===== config.mk =====
export PLATFORM = sky130hd
export DESIGN_NAME = fvr_prod
export DESIGN_NICKNAME = d
export VERILOG_FILES = /design/src/hw/rtl/fvr_pkg.sv /design/src/hw/rtl/fvr_prod.sv
export SDC_FILE = /design/constraint.sdc
export NUM_CORES = 2
export LEC_CHECK = 0
export BUFFER_PORTS_ARGS = -buffer_cell sky130_fd_sc_hd__buf_2
export CORE_AREA = 2 2 286 147
export CTS_CLUSTER_DIAMETER = 100
export DETAILED_ROUTE_END_ITERATION = 10
export DIE_AREA = 0 0 288 149
export MAX_ROUTING_LAYER = met4
export PLACE_DENSITY_LB_ADDON = 0.25
export SLEW_MARGIN = 10
export SYNTH_ARGS = -nofsm -noshare
export SYNTH_HDL_FRONTEND = slang
export SYNTH_SLANG_ARGS = --single-unit

===== constraint.sdc =====
create_clock -name clk -period 7.03 [get_ports clk]
set_input_delay 0.703 -clock clk [delete_from_list [all_inputs] [get_ports clk]]
set_output_delay 0.703 -clock clk [all_outputs]
set_load 0.1 [all_outputs]

===== src/hw/rtl/fvr_pkg.sv =====
`default_nettype none
// ----------------------------------------------------------------------------
// fvr_pkg
// Types and constants shared by the vertex rotate and project pipeline.
// ----------------------------------------------------------------------------
package fvr_pkg;

	localparam int FIX_W  = 32;
	localparam int COEF_W = 18;
	localparam int ROW_W  = 3 * COEF_W;
	localparam int PROD_W = FIX_W + COEF_W;
	localparam int SCR_W  = 16;
	localparam int FRAC_W = 16;
	localparam int IDX_W  = 3;
	localparam int DIM    = 3;

	typedef logic signed [FIX_W-1:0]  word_t;
	typedef logic signed [COEF_W-1:0] coef_t;
	typedef logic signed [SCR_W-1:0]  scr_t;
	typedef logic [ROW_W-1:0]         row_t;
	typedef logic [IDX_W-1:0]         reg_idx_t;

	typedef word_t prod_row_t [DIM];
	typedef prod_row_t prod_mat_t [DIM];

	typedef struct packed {
		scr_t h;
		scr_t v;
	} origin_t;

	localparam reg_idx_t REG_ROW0     = 3'd0;
	localparam reg_idx_t REG_ROW1     = 3'd1;
	localparam reg_idx_t REG_ROW2     = 3'd2;
	localparam reg_idx_t REG_ORIGIN_H = 3'd3;
	localparam reg_idx_t REG_ORIGIN_V = 3'd4;

	// identity matrix, 1.0 on the diagonal
	localparam row_t ROW0_RST = row_t'(1) << FRAC_W;
	localparam row_t ROW1_RST = row_t'(1) << (FRAC_W + COEF_W);
	localparam row_t ROW2_RST = row_t'(1) << (FRAC_W + 2 * COEF_W);

	localparam logic signed [PROD_W:0] PROD_HALF = (PROD_W+1)'(1) << (FRAC_W - 1);
	localparam logic signed [FIX_W:0]  WORD_HALF = (FIX_W+1)'(1) << (FRAC_W - 1);

endpackage
`default_nettype wire


===== src/hw/rtl/fvr_prod.sv =====
`default_nettype none
// ----------------------------------------------------------------------------
// fvr_prod
// One matrix product: registered 18x32 multiply, then round to 16.16 and
// saturate to 32 bits in the next stage.
// ----------------------------------------------------------------------------
module fvr_prod (
	input  wire logic          clk,
	input  wire logic          en,
	input  wire fvr_pkg::coef_t coef,
	input  wire fvr_pkg::word_t val,
	output fvr_pkg::word_t     prod
);
	import fvr_pkg::*;

	logic signed [PROD_W-1:0] prod_s1;
	logic signed [PROD_W:0]   rnd;
	logic signed [PROD_W-FRAC_W:0] shf;
	word_t                    sat_s2;
	logic                     ovf;

	always_ff @(posedge clk) begin
		if (en) begin
			prod_s1 <= PROD_W'(coef) * PROD_W'(val);
		end
	end

	always_comb begin
		rnd = (PROD_W+1)'(prod_s1) + PROD_HALF;
		shf = rnd[PROD_W:FRAC_W];
		ovf = (shf[PROD_W-FRAC_W:FIX_W-1] != '0) && (shf[PROD_W-FRAC_W:FIX_W-1] != '1);
	end

	always_ff @(posedge clk) begin
		if (en) begin
			if (ovf) begin
				sat_s2 <= shf[PROD_W-FRAC_W] ? {1'b1, {(FIX_W-1){1'b0}}}
				                             : {1'b0, {(FIX_W-1){1'b1}}};
			end else begin
				sat_s2 <= shf[FIX_W-1:0];
			end
		end
	end

	assign prod = sat_s2;

endmodule
`default_nettype wire


# After elaboration in Yosys (flattened, before gate mapping)
# Index checks and enable logic that the tools add are counted.
[classes]
eq_ne = 1
n_reduce_logical = 2
multipliers = 1
muxes = 2
addsub = 1
[op_table]
columns = ["operator", "n"]
rows = [
  ["$mux 32", 2],
  ["$add 50x17->51 const B", 1],
  ["$mul 18x32->50", 1],
  ["$ne 4x4->1 const B", 1],
  ["$reduce_bool 4->1", 1],
  ["$logic_and 1x1->1", 1],
]
[word_totals]
elab_cells = 9
input_bits = 52
output_inout_bits = 32
regBits = 82

# Longest topological paths before layout
[logic_depth]
ltp_word = 4
mapped_depth = 25
depth_no_buf = 24

# Worst setup path after synthesis
# OpenSTA, ideal clock, no wires.
[synth_timing]
path_type = "input to register"
start = "in val[19]"
end = "reg prod_s1[44] (data pin)"
arrival_ns = 6.706
path_buffers = 2
required_time_ns = 6.772
path_slack_ns = 0.066
setup_time_ns = 0.258
path_stages = 23
cell_sequence = "clkbuf_1 clkbuf_1 nand2_1 fa_1 fa_1 fa_1 inv_1 fa_1 fa_1 inv_1 fa_1 inv_1 ha_1 a21o_1 a221oi_1 o21bai_1 a221o_1 o21ai_1 a21oi_1 a21o_1 a21o_1 a221o_1 xor2_1"
[synth_between]
elab_chain_len = 1
[synth_rtl]
columns = ["item", "line", "text"]
rows = [
  ["from (decl)", "fvr_prod.sv:11", "input wire fvr_pkg::word_t val,"],
  ["$mul 18x32->50", "fvr_prod.sv:24", "prod_s1 <= PROD_W'(coef) * PROD_W'(val);"],
  ["to (signal assigned)", "fvr_prod.sv:24", ""],
  ["to (decl)", "fvr_prod.sv:16", "logic signed [PROD_W-1:0] prod_s1;"],
]
# Every way passes these cells.
# A chain may end at the register's enable or synchronous reset.

# Final worst setup path
[layout_timing]
start = "in coef[17]"
end = "reg prod_s1[44] (data pin)"
[layout_between]
elab_chain_len = 1
[layout_rtl]
columns = ["item", "line", "text"]
rows = [
  ["from (decl)", "fvr_prod.sv:10", "input wire fvr_pkg::coef_t coef,"],
  ["$mul 18x32->50", "fvr_prod.sv:24", ""],
]
# Every way passes these cells.

==> key figures <==
Run status
  • Outcome: finished clean

STA
  • Setup violators final: 0
  • Final Skew: 0.009412 ns
  • Final min period: 6.827 ns
  • Slew HR: 45.95%
  • Period utilization: 97.11%
  • Worst-Margin Slew: 0.8108 ns
  • Final Hold Viols: 0
  • Fin. max-slew vios: 0
  • Setup TNS: 0 ns
  • Max Freq: 0.1465 GHz
  • Final setup margin: 0.2033 ns

Hold path
  • Hold Path Sink: prod[31]
  • Min-delay src: prod_s1[48]
  • Hold/Removal Path Class: flip-flop to flip-flop
  • Worst hold stages: 1

Route
  • DRC viols: 0
  • Detail Route Antenna Nets: 0
  • 1st-pass router iterations: 5
  • Wire per inst: 21.34 um
  • Vias per Instance: 5.279
  • Iteration-0 DRC Markers: 1582
  • Vias: 16050
  • Total wire length: 64880 um

Worst setup path
  • Crit path kind: input pin to flip-flop
  • RR Startpoint: prod_s1[33]
  • Reg-to-reg setup timing slack: 4.18 ns
  • WP data arrival: 6.90 ns
  • RR Endpoint: prod[6]
  • Worst Path Max Fanout: 10
  • Largest delay contributor family on the critical path: adder cells
  • Type of origin of the critical path: input pin
  • CP required: 7.10 ns
  • Crit-path cells: buf_2, clkinv_1, buf_4, buf_4, nor2_1, fa_1, fa_1, fa_1, fa_1, fa_2, inv_1, fa_2, inv_1, ha_1, buf_4, a21oi_1, o21ai_1, nand2_1, a21oi_1, a21o_1, a21o_1, a221o_1, xor2_1
  • Critical path capture point type: flip-flop
  • Crit path buf inv count: 7
  • Cell mode on critical path: fa_1
  • Worst R2R Path Depth: 11
  • CP max-delay cell: fa_2
  • Slowest stage delay, CP: 0.68 ns

Yosys
  • Synthesized area: 0.02199 mm^2
  • Register area share after synthesis: 9.150%
  • Post-synth EDFFs: 67
  • FF+latch count, synth: 67
  • Netlist cell types: 47
  • Synthesized Nets: 3052
  • Async S/R FF share, synth: 0%
  • Synthesized area per cell: 9.433 um^2
  • Ys flop type: edfxtp_1
  • Yosys top cell area share: 50.26%
  • Synth Instances: 2331
  • Post-synth top area cell: fa_1
  • Synth area leaders: fa_1, inv_1, edfxtp_1, ha_1, and2_1
  • Yosys Warn Count: 0

Global route
  • Initial antenna violation count: 2
  • Largest net degree at the start of global routing: 68
  • Vias in the first global route: 16990
  • GR Overflow Total: 0
  • GRT Util Overall: 33.36%
  • First-pass GRT wire length: 102500 um

Layout
  • Area occupied by multi-input gates: 0.01735 mm^2
  • Sequential Area: 0.002012 mm^2
  • FILL cells: 3581
  • Nets: 3204
  • Ratio of cells with drive above 1 in the final layout: 10.93%
  • Area grow syn2layout: 10.79%
  • Utilization after layout: 59.64%

Die
  • Core area: 0.04085 mm^2
  • Die Y: 149 um
  • Rows: 53
  • Die ar.: 0.04291 mm^2
  • Starting density of the core: 53.83%
  • Die W: 288 um
  • Num ports: 84

Place
  • Dpl ws: -0.1699 ns
  • Routability congestion estimate: 1.001
  • Hpwl dp: 56580 um
  • Port buffer count: 83

Clocking
  • Longest Clk Path Bufs: 2
  • Num Clock Sinks: 67
  • Worst-Skew Late Latency: 0.32 ns
  • Num CTS Buffers: 9
  • H-tree depth: 3
  • Clk root buf: clkbuf_16
  • Clock Pin Slew Worst Setup and Hold Paths: 0.05 ns
  • CTS tree: yes

Run
  • Max_cap viols: 0
## layout make-up
| type | count | area share, % |
|---|---|---|
| antenna | 2 | 0.02054 |
| clock buffer | 10 | 0.9399 |
| clock inverter | 6 | 0.2311 |
| inverter | 604 | 9.307 |
| multi-input combinational | 1558 | 71.24 |
| sequential | 67 | 8.259 |
| tap | 550 | 2.825 |
| timing repair buffer | 243 | 7.180 |
## cell usage in the layout (no fill, tap or decap), drive strengths merged, types with 2 or more instances in the layout
cell type,count
a211oi,2
a21o,22
a21oi,31
a221o,4
a221oi,4
a31oi,3
and2,226
and3,17
and4,5
buf,239
clkbuf,14
clkinv,6
diode,2
edfxtp,67
fa,552
ha,117
inv,603
nand2,343
nand2b,10
nand3,17
nand4,9
nor2,45
nor2b,3
nor3,6
o211ai,3
o21ai,42
o21bai,6
o311a,2
or2,2
xnor2,45
xor2,30
## worst max path at each step
| stage | from | endpoint | depth (start not counted) |
|---|---|---|---|
| global route | coef[5] | prod_s1[41] | 24 |
| floorplan | val[19] | prod_s1[44] | 23 |
| CTS | coef[0] | prod_s1[44] | 24 |
| detailed placement | coef[0] | prod_s1[44] | 24 |
| global placement | coef[0] | prod_s1[47] | 25 |
| finish | coef[17] | prod_s1[44] | 23 |
## cell families (layout without fill, tap and decap cells)
group / count (synthesis) / in the layout / synth area share [%]
other: 0 / 2 / 0
adders and majority gates: 669 / 669 / 56.91
xor gates and xnor gates: 75 / 75 / 2.987
AOI/OAI and AO/OA: 126 / 126 / 3.767
buffers and inverters: 706 / 863 / 12.05
and+or+nand+nor: 688 / 688 / 15.13
DFF: 67 / 67 / 9.150
## through the flow
step,hold WS [ns],instances,area (um^2)
floorplan,0.5667,2331,21990
global placement,0.6018,3022,24010
detailed placement,0.6224,3022,24010
CTS,0.6306,3038,24300
global route,0.6489,3040,24360
finish,0.6327,3040,24360
## synth_stat cells (all sizes together) (22+ instances only)
library cell  count
a21o             22
xnor2            45
a21oi            31
o21ai            42
edfxtp           67
clkbuf          101
nand2           343
inv             603
ha              117
nor2             45
and2            226
xor2             30
fa              552
## registers in the layout, summed over array words and instances (netlist names)
signal	cells
prod_s1	35
prod	32
## per-layer routing
layer  track usage (%)  part of all wire, %  wire length [um]
met4             3.005                 0.57               368
met1             52.54                   48             30930
met5                 -                    0                 0
met3             14.02                   16             10150
met2             40.28                   36             23430
## repair_timing
item,in CTS,in global routing
resized for setup,0,22
hold buffers,0,0
endpoints found under the setup margin,0,13
setup buffers,0,0
Power is left out: the tool's default activity adds up to more than one toggle a clock period on the data nets, which glitch-free logic cannot reach.
