<file path="config.mk">
export PLATFORM = sky130hd
export DESIGN_NAME = fvr_proj
export DESIGN_NICKNAME = d
export VERILOG_FILES = /design/src/hw/rtl/fvr_pkg.sv /design/src/hw/rtl/fvr_proj.sv
export SDC_FILE = /design/constraint.sdc
export NUM_CORES = 1
export LEC_CHECK = 0
export BUFFER_PORTS_ARGS = -buffer_cell sky130_fd_sc_hd__clkbuf_2
export CORE_ASPECT_RATIO = 0.5
export CORE_UTILIZATION = 40
export CTS_BUF_LIST = sky130_fd_sc_hd__clkbuf_8
export CTS_CLUSTER_DIAMETER = 150
export DETAILED_ROUTE_END_ITERATION = 10
export GPL_TIMING_DRIVEN = 0
export PLACE_DENSITY_LB_ADDON = 0.12
export RECOVER_POWER = 25
export SETUP_SLACK_MARGIN = 0.1
export SLEW_MARGIN = 25
export SYNTH_ARGS = -nofsm -noshare
export SYNTH_HDL_FRONTEND = slang
export SYNTH_SLANG_ARGS = --single-unit
</file>
<file path="constraint.sdc">
create_clock -name clk -period 8.19 [get_ports clk]
set_clock_uncertainty 0.2 [all_clocks]
set_input_delay 1.2285 -clock clk [delete_from_list [all_inputs] [get_ports clk]]
set_output_delay 1.2285 -clock clk [all_outputs]
set_load 0.05 [all_outputs]
</file>
<file path="src/hw/rtl/fvr_pkg.sv">
`default_nettype none
// ----------------------------------------------------------------------------
// fvr_pkg
// Types and constants shared by the vertex rotate and project pipeline.
// ----------------------------------------------------------------------------
package fvr_pkg;

	localparam int FIX_W  = 32;
	localparam int COEF_W = 18;
	localparam int ROW_W  = 3 * COEF_W;
	localparam int PROD_W = FIX_W + COEF_W;
	localparam int SCR_W  = 16;
	localparam int FRAC_W = 16;
	localparam int IDX_W  = 3;
	localparam int DIM    = 3;

	typedef logic signed [FIX_W-1:0]  word_t;
	typedef logic signed [COEF_W-1:0] coef_t;
	typedef logic signed [SCR_W-1:0]  scr_t;
	typedef logic [ROW_W-1:0]         row_t;
	typedef logic [IDX_W-1:0]         reg_idx_t;

	typedef word_t prod_row_t [DIM];
	typedef prod_row_t prod_mat_t [DIM];

	typedef struct packed {
		scr_t h;
		scr_t v;
	} origin_t;

	localparam reg_idx_t REG_ROW0     = 3'd0;
	localparam reg_idx_t REG_ROW1     = 3'd1;
	localparam reg_idx_t REG_ROW2     = 3'd2;
	localparam reg_idx_t REG_ORIGIN_H = 3'd3;
	localparam reg_idx_t REG_ORIGIN_V = 3'd4;

	// identity matrix, 1.0 on the diagonal
	localparam row_t ROW0_RST = row_t'(1) << FRAC_W;
	localparam row_t ROW1_RST = row_t'(1) << (FRAC_W + COEF_W);
	localparam row_t ROW2_RST = row_t'(1) << (FRAC_W + 2 * COEF_W);

	localparam logic signed [PROD_W:0] PROD_HALF = (PROD_W+1)'(1) << (FRAC_W - 1);
	localparam logic signed [FIX_W:0]  WORD_HALF = (FIX_W+1)'(1) << (FRAC_W - 1);

endpackage
`default_nettype wire

</file>
<file path="src/hw/rtl/fvr_proj.sv">
`default_nettype none
// ----------------------------------------------------------------------------
// fvr_proj
// Row sums of the saturated products, then screen projection and the
// output register.
// ----------------------------------------------------------------------------
module fvr_proj (
	input  wire logic              clk,
	input  wire logic              en,
	input  wire fvr_pkg::prod_mat_t prod,
	input  wire fvr_pkg::origin_t  origin,
	output fvr_pkg::word_t         out_x,
	output fvr_pkg::word_t         out_y,
	output fvr_pkg::word_t         out_z,
	output fvr_pkg::scr_t          screen_h,
	output fvr_pkg::scr_t          screen_v
);
	import fvr_pkg::*;

	word_t               sum_s3 [DIM];
	word_t               x_s4;
	word_t               y_s4;
	word_t               z_s4;
	scr_t                h_s4;
	scr_t                v_s4;
	word_t               nz;
	logic signed [FIX_W:0] ry_rnd;
	logic signed [FIX_W:0] nz_rnd;

	always_ff @(posedge clk) begin
		if (en) begin
			for (int r = 0; r < DIM; r++) begin
				sum_s3[r] <= prod[r][0] + prod[r][1] + prod[r][2];
			end
		end
	end

	always_comb begin
		nz     = -sum_s3[2];
		ry_rnd = (FIX_W+1)'(sum_s3[1]) + WORD_HALF;
		nz_rnd = (FIX_W+1)'(nz) + WORD_HALF;
	end

	always_ff @(posedge clk) begin
		if (en) begin
			x_s4 <= sum_s3[0];
			y_s4 <= sum_s3[1];
			z_s4 <= sum_s3[2];
			h_s4 <= ry_rnd[FRAC_W+SCR_W-1:FRAC_W] + origin.h;
			v_s4 <= nz_rnd[FRAC_W+SCR_W-1:FRAC_W] + origin.v;
		end
	end

	assign out_x    = x_s4;
	assign out_y    = y_s4;
	assign out_z    = z_s4;
	assign screen_h = h_s4;
	assign screen_v = v_s4;

endmodule
`default_nettype wire

</file>
**Yosys cells after proc, flatten, opt, wreduce, memory -nomap -nowiden**

Memory sizes are Yosys's and may differ from the RTL's. A register that Yosys moved wholly into a read port is not among the register bits.
Index checks and enable logic that the tools add are counted.

- Register bits after elaboration: 96
- Latch bits: 0
- RAM bits: 96
- ROM bits: 0
- Input port bits: 322
- Word-level logic and storage cells: 18
- Memories: 1

Memories:

| name | depth | bits a word | read ports | clocked after memory_dff | wr ports | RTL line | RTL |
|---|---|---|---|---|---|---|---|
| sum_s3 | 3 | 32 | 3 | 1 | 3 | fvr_proj.sv:20 | `word_t sum_s3 [DIM];` |

- Add/subtract/negate cells: 11
- $mul: 0
- Divide/modulo/power cells: 0
- Order comparisons: 0
- Equal/unequal tests: 0
- Shift operators: 0
- Mux-type cells: 2
- Bitwise logic cells: 0
- Reductions and logical operators: 0

Operator list:

| kind | count |
|---|---|
| $add A32 B32 Y32 | 6 |
| $add A32 B17 Y32 const B | 2 |
| $add A16 B16 Y16 | 2 |
| $neg A32 Y32 | 1 |
| $mux W1 | 2 |

**Longest topological paths before layout**

Gate-level depths: netlist of run 1.

- Depth in word-level cells: 3
- Mapped depth: 15
- Gate-level depth less buffers: 15

**Worst setup path after synthesis of run 1**

No wires, ideal clock.

- Path kind: input to register
- From: input prod[97] (netlist name)
- To: memory sum_s3[1][31] (netlist name) (data pin)
- Setup time: 0.260 ns
- Arrival: 4.417 ns
- Slack: 3.313 ns
- Cell stages on the path: 12
- Buffers on the path: 0
- Cells stage by stage: fa_1 ha_1 fa_1 a21oi_1 nor2_1 or4b_1 and3_1 o2111a_1 o41a_1 a211o_1 a21oi_1 xnor2_1

RTL lines:

| what | RTL line | RTL |
|---|---|---|
| start, declared | fvr_proj.sv:10 | `input wire fvr_pkg::prod_mat_t prod,` |
| end, declared | fvr_proj.sv:20 |  |

==> flow_metrics.py, run 1 <==
metrics = {
    "outcome": {
        "status": "finished, violations left",
        "violations": "capacitance limit, slew limit",
    },
    "global_route": {
        "grt_pass1_vias": 11700,
        "grt_antenna_before_repair": 4,
        "track_usage_pct": 19.02,
        "grt_max_degree": 93,
        "grt.overflow.total": 0,
        "grt_pass1_wl_um": 58970,
    },
    "synth": {
        "synth_compound_area_share_pct": 13.46,
        "synth_nets": 1762,
        "synth_cell_types": 62,
        "synth_area_mm2": 0.01507,
        "avgSynthCellArea_um2": 12.35,
        "synthTopCellsByCount": "edfxtp_1 (224), ha_1 (122), fa_1 (98)",
        "syn_inst": 1220,
        "synth-adder-area-share_pct": 23.14,
        "synth-seq-cells": 224,
        "synthArstFlopShare_pct": 0,
        "synth_top_family_by_area": "adder cells",
        "synth.most_common_cell": "edfxtp_1",
        "synth_ff_type": "edfxtp_1",
        "synth_top_area_share_pct": 44.63,
        "synthTopCellsByArea": "edfxtp_1 (45%), fa_1 (13%), ha_1 (10%)",
        "synth_edf_count": 224,
        "synth_warnings": 0,
        "muxShareOfSynthArea_pct": 0.3404,
        "yosysSeqAreaShare_pct": 44.63,
        "synth_xor_area_share_pct": 8.019,
        "synth_largest_area_cell": "edfxtp_1",
        "synth-simple-area-share_pct": 8.941,
    },
    "floorplanning": {
        "start_util_pct": 41.32,
        "die_x_um": 276.5,
        "core_area_mm2": 0.03648,
        "die_area_mm2": 0.03851,
        "ioPinCount": 450,
        "rows": 49,
        "die_y_um": 139.3,
    },
    "worst_setup_path": {
        "crit_path_end_kind": "register",
        "worstPathMaxFanout": 5,
        "start_kind": "input pin",
        "crit_arrival_ns": 4.89,
        "path_class": "in2reg",
        "critPathRequiredTime_ns": 8.28,
    },
    "place": {
        "place.gp.congestion": 0.9078,
        "dp_cells": 2155,
        "portBuffers": 449,
        "placed_cell_area_mm2": 0.01799,
        "place_ws_ns": 2.869,
        "dp_hpwl_um": 30140,
    },
    "timing": {
        "hold_viol": 0,
        "achievable-frequency_mhz": 208.7,
        "setup_slack_ns": 3.398,
        "tns_ns": 0,
        "rsz0062_at_grt": "false",
        "max_slew_margin_pct": -82.25,
        "max_slew.worst_pin.slew_ns": 2.734,
        "period_minus_slack_ns": 4.792,
        "finalSetupViolations": 0,
        "period_share_pct": 58.51,
        "drv_slew": 50,
        "holdWs_ns": 0.2095,
    },
    "drt": {
        "ant_nets": 0,
        "viasPerCell": 5.039,
        "drcViolationCount": 0,
        "drt_wl_total_um": 36800,
        "wire_per_inst_um": 16.56,
        "dr.first_iter.drc_count": 481,
        "num_vias": 11200,
        "drt_pass1_iterations": 5,
    },
    "clock_tree": {
        "worstSkewPairLatency_ns": 0.54,
        "htree_levels": 2,
        "post_cts_buffers": 0,
        "cts_tree": "done",
        "root_buffer": "clkbuf_8",
        "cts.path.max_buffers": 3,
        "clkSinkCount": 224,
        "cts_buffers": 38,
        "clkTransAtPathRegs_ns": 0.07,
        "ctsHoldBuffers": 0,
        "ctsResizeCount": 0,
    },
    "layout": {
        "post-route-util_pct": 51.30,
        "layout-drive-gt1-share_pct": 30.13,
        "final_cells": 2222,
        "fillers": 3329,
        "stdcell_area_mm2": 0.01871,
        "nNetsFinal": 2253,
        "areaGrowthSynthToFinish_pct": 24.17,
    },
    "power": {
        "ir_drop_v": 0.0001056,
        "power_density_mw_per_mm2": 275.1,
        "p_leak_nw": 8.283,
        "report.power.total_mw": 5.148,
    },
    "worst_hold_path": {
        "hold_class": "reg2reg",
    },
    "job": {
        "max_cap_violations": 1,
    },
}
==> per-layer routing <==
metal  up-vias  wire, µm  track usage, %  share of wire (%)
met1      5330     14760           21.66                 40
li1       5534         -               -                  -
met5         -        31               0              0.084
met3        59      1468           3.576                4.0
met4         4       859           5.939                2.3
met2       270     19680           35.98                 53
==> flip-flops by register name, summed over array words and instances, names as in the netlist <==
signal    cells
screen_v     16
screen_h     16
out_x        32
out_y        32
out_z        32
sum_s3       96
==> layout make-up <==
| cell class | instances | area (µm²) | share of cell area, % |
|---|---|---|---|
| diodes | 2 | 5.005 | 0.02674 |
| plain buffers | 12 | 45.04 | 0.2407 |
| clock buffers | 39 | 536.8 | 2.868 |
| clock inverters | 26 | 193.9 | 1.036 |
| inverters | 47 | 176.4 | 0.9427 |
| multi-input cells | 937 | 8124 | 43.41 |
| flip-flops and latches | 224 | 6726 | 35.94 |
| well taps | 484 | 605.6 | 3.236 |
| repair buffers | 451 | 2301 | 12.30 |
==> final timing paths <==
path / start / end / slack, ns / cells past startpoint
setup reg to reg: sum_s3[2][12]$_DFFE_PP_ / screen_v[14]$_DFFE_PP_ / 4.02 / 12
setup / recovery: prod[97] / sum_s3[1][31]$_DFFE_PP_ / 3.40 / 13
hold reg to reg: sum_s3[0][2]$_DFFE_PP_ / out_x[2]$_DFFE_PP_ / 0.21 / 0
hold / removal: sum_s3[0][2]$_DFFE_PP_ / out_x[2]$_DFFE_PP_ / 0.21 / 0
==> critical path, cell delays in order <==
cell and delay [ns]:
clkbuf_2 0.09, fa_1 0.48, ha_1 0.24, fa_1 0.40
a21oi_1 0.23, nor2_1 0.10, or4b_1 0.57, and3_1 0.20
o2111a_1 0.31, o41a_1 0.44, a211o_1 0.32, a21oi_1 0.18
xnor2_1 0.08
==> kinds of logic after synthesis <==
family / Yosys count
xor gates and xnor gates: 138
muxes: 5
AOI/OAI and AO/OA: 307
DFF: 224
and+or+nand+nor: 267
adders and majority gates: 220
buffers and inverters: 59
==> cell usage in the layout (no fill, tap or decap), types with 17 or more instances in the layout <==
cell type and instances:
fa_1 98, a21oi_1 90, xor2_1 43, o21a_1 17
clkbuf_2 448, clkbuf_8 39, nand3_1 29, edfxtp_1 224
ha_1 122, nand2_1 57, inv_1 57, xnor2_1 95
o21ai_0 39, nor2_1 75, a21o_1 60, nor3_1 27
o21bai_1 18
==> power by group <==
part	switching, mW	leakage, nW	internal (mW)	total (mW)
sequential	0.135	2.19	1.72	1.85
clock	0.463	0.412	0.539	1.00
combinational	1.48	5.68	0.812	2.29
(Power assumes the default switching activity.)
==> inputs of run 2 (changes only) <==
==> constraint.sdc (replaced) <==
create_clock -name clk -period 3.9 [get_ports clk]
set_clock_uncertainty 0.2 [all_clocks]
set_input_delay 0.585 -clock clk [delete_from_list [all_inputs] [get_ports clk]]
set_output_delay 0.585 -clock clk [all_outputs]
set_load 0.05 [all_outputs]
==> run 2 against run 1 <==
Compared with the run above:
- the flow still finishes with violations (capacitance limit, slew limit)
- sequential cell count stayed put
- worst hold slack lost 0.046 ns
- wire length grew 1.3%
- critical path depth shrank 1
- largest power group unchanged
- power increased by 120%
- sequential power up 110%
- combinational power up 120%
- sequential share of layout area down 0.77 points
- non-clock buffer count is 25 higher
- worst setup slack worse by 3.3 ns
- core utilization up 1.1 points
==> flow_metrics.py, run 2 (same netlist as run 1, synthesis figures left out) <==
metrics = {
    "outcome": {
        "status": "finished, violations left",
        "violations": "capacitance limit, slew limit",
    },
    "drt": {
        "num_vias": 11380,
        "route.met2.wl_um": 19430,
        "drt_wl_total_um": 37280,
        "wl_met3_um": 1394,
        "dr.first_iter.drc_count": 551,
        "met1_length_um": 15190,
        "viasPerCell": 5.074,
        "drcViolationCount": 0,
        "wire_per_inst_um": 16.63,
        "ant_nets": 0,
        "drt_pass1_iterations": 5,
        "top_layer": "met4",
    },
    "place": {
        "place.gp.congestion": 0.9149,
        "dp_hpwl_um": 30240,
        "portBuffers": 449,
        "place_ws_ns": -0.5462,
    },
    "worst_setup_path": {
        "r2r_cells": 12,
        "r2r_end": "screen_v[14]$_DFFE_PP_",
        "critPathRequiredTime_ns": 3.96,
        "worstPathMaxFanout": 5,
        "crit_path_end_kind": "register",
        "start_kind": "register",
        "path_class": "reg2reg",
        "critPathCapture": "screen_v[14]$_DFFE_PP_",
        "crit_arrival_ns": 3.88,
        "crit_buf_inv": 0,
        "slowest_delay_ns": 0.47,
        "crit_start": "sum_s3[2][7]$_DFFE_PP_",
        "reg2reg_from": "sum_s3[2][7]$_DFFE_PP_",
        "path_cells": "nor4_4, a41oi_2, nor4_4, nand3_2, or4_4, or4_4, o21a_1, nor2_2, ha_4, mux2_4, a311oi_2, o211ai_1",
        "cp.depth": 12,
        "rrSetupSlack_ns": 0.08,
        "critPathTopFamily": "simple AND/OR/NAND/NOR gates",
        "crit_slowest_cell": "or4_4",
    },
    "job": {
        "max_cap_violations": 1,
    },
    "layout": {
        "layout_common_cells": "clkbuf_2 (448), edfxtp_1 (224), ha_1 (117)",
        "areaGrowthSynthToFinish_pct": 26.88,
        "post-route-util_pct": 52.42,
        "layout-drive-gt1-share_pct": 33.11,
        "top_register": "sum_s3",
        "nNetsFinal": 2278,
        "final_common_cell": "clkbuf_2",
        "regArea_mm2": 0.006726,
        "multi_input_area_mm2": 0.008344,
        "largest_reg_flops": 96,
        "fillers": 3247,
        "n_antenna_cell": 0,
    },
    "clock_tree": {
        "clkSinkCount": 224,
        "worstSkewPairLatency_ns": 0.54,
        "htree_levels": 2,
        "cts.path.max_buffers": 3,
        "clkTransAtPathRegs_ns": 0.07,
        "ctsHoldBuffers": 0,
        "cts_tree": "done",
        "root_buffer": "clkbuf_8",
        "cts_buffers": 38,
    },
    "power": {
        "p_leak_nw": 8.412,
        "ir_drop_v": 0.0002133,
        "power_density_mw_per_mm2": 580.3,
    },
    "global_route": {
        "grt_antenna_before_repair": 0,
        "grt.overflow.total": 0,
        "grt_pass1_wl_um": 58710,
        "track_usage_pct": 18.99,
        "grt_max_degree": 93,
        "grt_pass1_vias": 11740,
    },
    "floorplanning": {
        "die_y_um": 139.3,
        "rows": 49,
        "start_util_pct": 41.32,
        "die_area_mm2": 0.03851,
        "ioPinCount": 450,
        "die_x_um": 276.5,
        "core_area_mm2": 0.03648,
    },
    "timing": {
        "max_slew.worst_pin.slew_ns": 2.558,
        "setup_slack_ns": 0.08017,
        "period_minus_slack_ns": 3.820,
        "holdWs_ns": 0.1633,
        "max_slew_margin_pct": -70.55,
        "period_share_pct": 97.94,
        "rsz0062_at_grt": "true",
        "achievable-frequency_mhz": 261.8,
        "drv_slew": 47,
        "hold_viol": 0,
        "finalSetupViolations": 0,
    },
    "worst_hold_path": {
        "hold_class": "in2reg",
    },
}
[run 2: layout make-up]
cell class | count | share of cell area (%)
flip-flops and latches | 224 | 35.17
clock inverters | 23 | 1.047
well taps | 484 | 3.167
clock buffers | 39 | 2.807
inverters | 47 | 0.9225
plain buffers | 12 | 0.2355
multi-input cells | 937 | 43.63
repair buffers | 476 | 13.01
[run 2: how the worst min path moves through the flow]
stage,start,endpoint,slack [ns],cells past startpoint
global placement,sum_s3[1][6]$_DFFE_PP_,out_y[6]$_DFFE_PP_,0.20,0
global route,origin[0],screen_v[0]$_DFFE_PP_,0.13,2
detailed placement,sum_s3[0][21]$_DFFE_PP_,out_x[21]$_DFFE_PP_,0.20,0
finish,origin[0],screen_v[0]$_DFFE_PP_,0.16,2
CTS,origin[0],screen_v[0]$_DFFE_PP_,0.12,2
floorplan,sum_s3[0][0]$_DFFE_PP_,out_x[0]$_DFFE_PP_,0.20,0
[run 2: per-layer routing]
layer	global-route usage (%)	up-vias
met5	0	-
met4	7.321	0
met3	3.341	80
met2	34.75	283
met1	22.22	5444
li1	-	5569
[run 2: stage by stage]
stage / TNS [ns] / cell area (µm²) / power, mW / cells
2_1_floorplan: -0.1007 / 15090 / 7.466 / 1220
3_3_place_gp: -297.07 / 17940 / 8.720 / 2153
3_5_place_dp: -8.110 / 18000 / 8.794 / 2155
4_1_cts: -0.1181 / 18940 / 11.09 / 2230
5_1_grt: -0.1249 / 19120 / 11.78 / 2242
6_report: 0 / 19120 / 11.10 / 2242
[run 2: timing repair]
item / in CTS / in global routing
buffers inserted: 13 / 13
setup endpoints to repair: 5 / 19
pin swaps: 16 / 28
gates resized for setup: 21 / 26
[run 2: power by group]
part           leakage (nW)  switching [mW]  internal, mW
Clock                 0.405           0.950          1.19
Sequential             2.19           0.297          3.61
Combinational          5.81            3.21          1.84
Total                  8.41            4.46          6.64
